===== src/rtl/nbody_gravity_accel_assert.svh =====
// assertion macros for the nbody_gravity_accel block
// no dependencies; empty bodies when SYNTHESIS is defined
`ifndef NBODY_GRAVITY_ACCEL_ASSERT_SVH
`define NBODY_GRAVITY_ACCEL_ASSERT_SVH
`ifndef SYNTHESIS
`define NBGA_ASSERT(lbl, clk, rst_n, prop, msg) \
  lbl: assert property (@(posedge clk) disable iff (!rst_n) prop) else $error(msg);
`define NBGA_ASSERT_ALWAYS(lbl, clk, prop, msg) \
  lbl: assert property (@(posedge clk) prop) else $error(msg);
`else
`define NBGA_ASSERT(lbl, clk, rst_n, prop, msg)
`define NBGA_ASSERT_ALWAYS(lbl, clk, prop, msg)
`endif
`endif


===== src/rtl/nbga_pkg.sv =====
// shared types and constants for the nbody_gravity_accel block
// no dependencies
package nbga_pkg;

  localparam int OPA_W     = 113;
  localparam int OPB_W     = 99;
  localparam int MUL_STEPS = 33;
  localparam int SQRT_STEPS = 33;
  localparam int QB_ACC    = 41;
  localparam int QB_EN     = 57;

  localparam logic [31:0] GRAV_RESET = 32'h0001_0000;
  localparam logic [40:0] ACC_CAP    = 41'h100_0000_0000;
  localparam logic [56:0] EN_CAP     = 57'h100_0000_0000_0000;

  typedef struct packed {
    logic [31:0] mass;
    logic [31:0] pos_x;
    logic [31:0] pos_y;
    logic [31:0] vel_x;
    logic [31:0] vel_y;
  } body_t;

  typedef enum logic [2:0] {
    OP_MUL  = 3'b001,
    OP_SQRT = 3'b010,
    OP_DIV  = 3'b100
  } alu_op_t;

  typedef struct packed {
    logic             go;
    alu_op_t          op;
    logic             qlong;
    logic [OPA_W-1:0] a;
    logic [OPB_W-1:0] b;
  } alu_req_t;

  typedef struct packed {
    logic             done;
    logic             ovf;
    logic [OPB_W-1:0] res;
  } alu_rsp_t;

endpackage


===== src/rtl/nbga_store.sv =====
// body memory: one entry per loaded body, synchronous read
// depends on nbga_pkg
module nbga_store import nbga_pkg::*; #(
  parameter int DEPTH = 16
) (
  input  logic                     clk,
  input  logic                     wr_en,
  input  logic [$clog2(DEPTH)-1:0] wr_addr,
  input  body_t                    wr_data,
  input  logic [$clog2(DEPTH)-1:0] rd_addr,
  output body_t                    rd_data
);

  body_t mem [DEPTH];
  body_t rd_data_r;

  always_ff @(posedge clk) begin
    if (wr_en) begin
      mem[wr_addr] <= wr_data;
    end
  end

  always_ff @(posedge clk) begin
    rd_data_r <= mem[rd_addr];
  end

  assign rd_data = rd_data_r;

endmodule


===== config.mk =====
export PLATFORM = sky130hd
export DESIGN_NAME = nbga_store
export DESIGN_NICKNAME = d
export VERILOG_FILES = /design/src/rtl/nbody_gravity_accel_assert.svh /design/src/rtl/nbga_pkg.sv /design/src/rtl/nbga_store.sv
export SDC_FILE = /design/constraint.sdc
export NUM_CORES = 2
export LEC_CHECK = 0
export BUFFER_PORTS_ARGS = -buffer_cell sky130_fd_sc_hd__buf_4
export CORE_AREA = 8 8 434 436
export DETAILED_ROUTE_END_ITERATION = 12
export DIE_AREA = 0 0 442 444
export GPL_ROUTABILITY_DRIVEN = 0
export PLACE_DENSITY = 0.76
export SLEW_MARGIN = 20
export SYNTH_ARGS = -nofsm -noshare
export SYNTH_HDL_FRONTEND = slang
export SYNTH_SLANG_ARGS = --single-unit
export TNS_END_PERCENT = 50

===== constraint.sdc =====
create_clock -name clk -period 13.5 [get_ports clk]
set_clock_uncertainty 0.2 [all_clocks]
set_input_delay 1.35 -clock clk [delete_from_list [all_inputs] [get_ports clk]]
set_output_delay 1.35 -clock clk [all_outputs]
set_load 0.1 [all_outputs]

==> results.md <==
- The run finished with clean final reports.
- Counting flops with a built-in enable in the synthesized netlist gives 2560.
- The H-tree depth is 5.
- The post-detailed-route DRC marker count is 0.
- The detailed router finished its first iteration with 5215 violations.
- The number of different library cells used by synthesis comes to 27.
- The die extent in y is 444 um.
- The detailed placer's ending HPWL is 112000 um.
- The clock period could shrink to 4.33 ns.
- The total wire length is 228000 um.
- The final number of max-transition violations came to 0.
- Setup repair after global routing left no endpoint under its margin.
- The share of the clock period used by the worst path is 32.1%.
- The die is 442 um wide.
- Traced cell by cell, the critical path runs through buf_4, nand3b_1, nor2_4, buf_4, buf_4.
- Clock tree synthesis selected as its root buffer the cell sky130_fd_sc_hd__clkbuf_16.
- The required time of the critical path is 13.80 ns.
- The average via count per standard cell is 6.33.
- The CTS tree is built.
- The core region is 182000 um2.
- The analysis attributes to cell leakage a power of 36.3 nW.
- The worst-case IR drop observed on VDD is 0.108 mV.
- The worst min-delay path class is reg -> reg.
- TritonCTS created 277 clock buffers.
- The total design power is 18.0 mW.
- At the worst endpoint, the arrival time is 4.63 ns.
- The fmax is 231 MHz.
- For this run, the total global-route usage over all layers was measured as 22.9%.
- Each instance of the synthesized netlist takes up on average 23.7 um2.
- The cell that appears most often on the critical path is sky130_fd_sc_hd__buf_4.
- The layout has 11600 filler cells.
- Sequential elements use 80.6% of the synthesized area.
- The post-layout instance area is 113000 um2.
- STA classifies the critical path endpoint as a flop.
- The total number of vias is 46000.
- The cell family with the largest share of critical-path delay is buffers and inverters.
- The number of nets in the layout is 4832.
- The later pin in the worst-skew pair is clocked with a latency of 0.92 ns.
- The number of register bits inferred by synthesis is 2720.
- The area growth from synthesis to layout is 14.0%.
- The count of input and output buffers is 329.
- The clock sink total is 2720.
- The transition at the pin with the smallest max-transition slack is 1.20 ns.
- The most used flip-flop cell after synthesis is sky130_fd_sc_hd__edfxtp_1.
- The number of nets handed over by synthesis was 4361.
- The initial antenna violation count was 38.
- The number of buffers and inverters on the critical path is 3.
- Once the floorplan was initialized, standard cells occupied 54.6% of the core.
- Entering global routing, the biggest net connects 140 pins.
- Hold is met by 0.432 ns.
- Yosys printed 0 warnings.
- The kind of critical path is in -> reg.
- Dividing the detail-routed wire length by the instance count gives 31.4 um.
- The maximum fanout along the worst path is 49.
- After clock tree synthesis, the repair step resized 0 gates.
- In this run the cell area measured after placement is 105000 um2.
- Setup violations remaining at the end of the flow were counted as 0.
- The clock transition at the registers of the reported paths is 0.06 ns.
- Power spread over the standard cell area amounts to 159 nW/um2.
- The via count of the first global-routing pass came to 48200.
- The tool flagged a number of max-cap violations equal to 0.
- The first-pass iteration count of the detailed router is 6.
- The area of the die is 196000 um2.
- The final setup TNS is 0 ns.
- The relative slew slack is 20.0%.
- After synthesis, the share of flip-flops with an asynchronous set or reset is 0%.
- The number of nets with antenna violations after routing is 0.
- The total of hold buffers inserted after clock tree synthesis is 0.
- Row generation in the floorplan step produced 157 rows.
- The number of setup buffers added after CTS is 0.
- In the final layout, the share of cells above drive strength 1 is 30.4%.
- On the worst path, the slowest cell contributes a delay of 0.95 ns.
- The number of buffers on the longest clock path is 4.
- STA classifies the critical path startpoint as a primary input.
- The synthesized area is 99300 um2.
- For this design the top-level I/O count stands at 330.
- For this run the aggregate overflow at the end of global routing stands at 0.
- The cell count after synthesis is 4191.
- The global-route wire length before repair is 330000 um.
- The final-report hold violation count is 0.
- On the critical path, the stage with the largest delay is an instance of sky130_fd_sc_hd__nor2_4.
-- metal layers --
metal / part of all wire, % / routed length, um / vias up / track usage [%]
li1: - / - / 18800 / -
met1: 38 / 86800 / 24500 / 30.3
met2: 51 / 116000 / 2270 / 38.2
met3: 7.9 / 18100 / 387 / 4.63
met4: 3.0 / 6820 / 10 / 7.93
met5: 0.030 / 69 / - / 0
-- cells in the mapped netlist (4+ instances only) --
| library cell | n | area share, % |
|---|---|---|
| sky130_fd_sc_hd__a221oi_1 | 17 | 0.15 |
| sky130_fd_sc_hd__a22oi_1 | 266 | 2.0 |
| sky130_fd_sc_hd__buf_1 | 9 | 0.034 |
| sky130_fd_sc_hd__buf_2 | 104 | 0.52 |
| sky130_fd_sc_hd__buf_4 | 27 | 0.20 |
| sky130_fd_sc_hd__clkbuf_1 | 80 | 0.30 |
| sky130_fd_sc_hd__dfxtp_1 | 160 | 3.2 |
| sky130_fd_sc_hd__edfxtp_1 | 2560 | 77 |
| sky130_fd_sc_hd__mux2_2 | 81 | 0.92 |
| sky130_fd_sc_hd__mux2i_1 | 35 | 0.35 |
| sky130_fd_sc_hd__mux4_2 | 595 | 13 |
| sky130_fd_sc_hd__nand2_1 | 117 | 0.44 |
| sky130_fd_sc_hd__nand2b_1 | 21 | 0.13 |
| sky130_fd_sc_hd__nor2_1 | 14 | 0.053 |
| sky130_fd_sc_hd__nor2b_1 | 34 | 0.21 |
| sky130_fd_sc_hd__nor3_1 | 4 | 0.020 |
| sky130_fd_sc_hd__o21ai_0 | 17 | 0.086 |
| sky130_fd_sc_hd__o221ai_1 | 28 | 0.25 |
| sky130_fd_sc_hd__o22a_1 | 9 | 0.079 |
-- layout make-up --
type                    instances  area (um2)  area share (%)
repair buffers                414        3280            2.90
diodes                         24        60.1          0.0531
multi-input cells            1249       18300            16.2
flip-flops and latches       2720       80100            70.7
well taps                    2385        2980            2.64
clock buffers                 386        7660            6.76
clock inverters                89         842           0.744
-- worst register-to-register path: cells and delay by family, from the launching register on --
kind               cells  cell delay [ns]
muxes                  1             0.50
AOI/OAI and AO/OA      2             0.49
DFF                    1             0.38
-- through the flow --
stage | util [%] | instances | setup WS (ns)
after global routing | 62.3 | 7261 | 8.94
after CTS | 62.3 | 7243 | 9.15
after floorplan | - | 4191 | 0.0535
after detailed placement | 57.6 | 6768 | 8.18
after global placement | 57.6 | 6768 | 8.27
final | 62.3 | 7267 | 9.17
-- cells in the final DEF (no fill, tap or decap), types with 21 or more instances in the layout --
cell | Yosys | final
sky130_fd_sc_hd__a22oi_1 | 266 | 266
sky130_fd_sc_hd__mux2i_1 | 35 | 35
sky130_fd_sc_hd__buf_4 | 27 | 399
sky130_fd_sc_hd__o221ai_1 | 28 | 28
sky130_fd_sc_hd__edfxtp_1 | 2560 | 2560
sky130_fd_sc_hd__clkbuf_16 | 0 | 282
sky130_fd_sc_hd__nand2_1 | 117 | 117
sky130_fd_sc_hd__mux4_2 | 595 | 595
sky130_fd_sc_hd__diode_2 | 0 | 24
sky130_fd_sc_hd__nor2b_1 | 34 | 28
sky130_fd_sc_hd__clkinv_2 | 0 | 28
sky130_fd_sc_hd__clkbuf_8 | 0 | 22
sky130_fd_sc_hd__clkinv_1 | 0 | 35
sky130_fd_sc_hd__clkbuf_1 | 80 | 83
sky130_fd_sc_hd__dfxtp_1 | 160 | 160
sky130_fd_sc_hd__mux2_2 | 81 | 81
sky130_fd_sc_hd__nand2b_1 | 21 | 21
-- where the power goes --
group / internal (mW) / switching (mW) / total (mW)
clock: 4.25 / 3.00 / 7.25
combinational: 0.375 / 0.883 / 1.26
sequential: 9.44 / 0.0831 / 9.52
-- sequential cells by signal, indices dropped and copies added, names as in the netlist --
name,cells
mem,2560
rd_data,160
-- logic make-up after synthesis --
| group | Yosys count | share of synthesized area, % |
|---|---|---|
| AND/OR/NAND/NOR | 199 | 0.922 |
| multiplexers | 711 | 14.8 |
| flip-flops | 2720 | 80.6 |
| buffers and inverters | 222 | 1.09 |
| AO/OA/AOI/OAI | 339 | 2.58 |
-- final timing paths --
path / startpoint / end / slack [ns] / cells after the start
max reg2reg: mem[7][24]$_DFFE_PP_ / rd_data[24]$_DFF_P_ / 11.74 / 3
max: wr_addr[2] / mem[9][112]$_DFFE_PP_ / 9.17 / 5
min: mem[14][154]$_DFFE_PP_ / rd_data[154]$_DFF_P_ / 0.43 / 3
min reg2reg: mem[14][154]$_DFFE_PP_ / rd_data[154]$_DFF_P_ / 0.43 / 3
No activity file was read; power rests on OpenSTA's default activity.
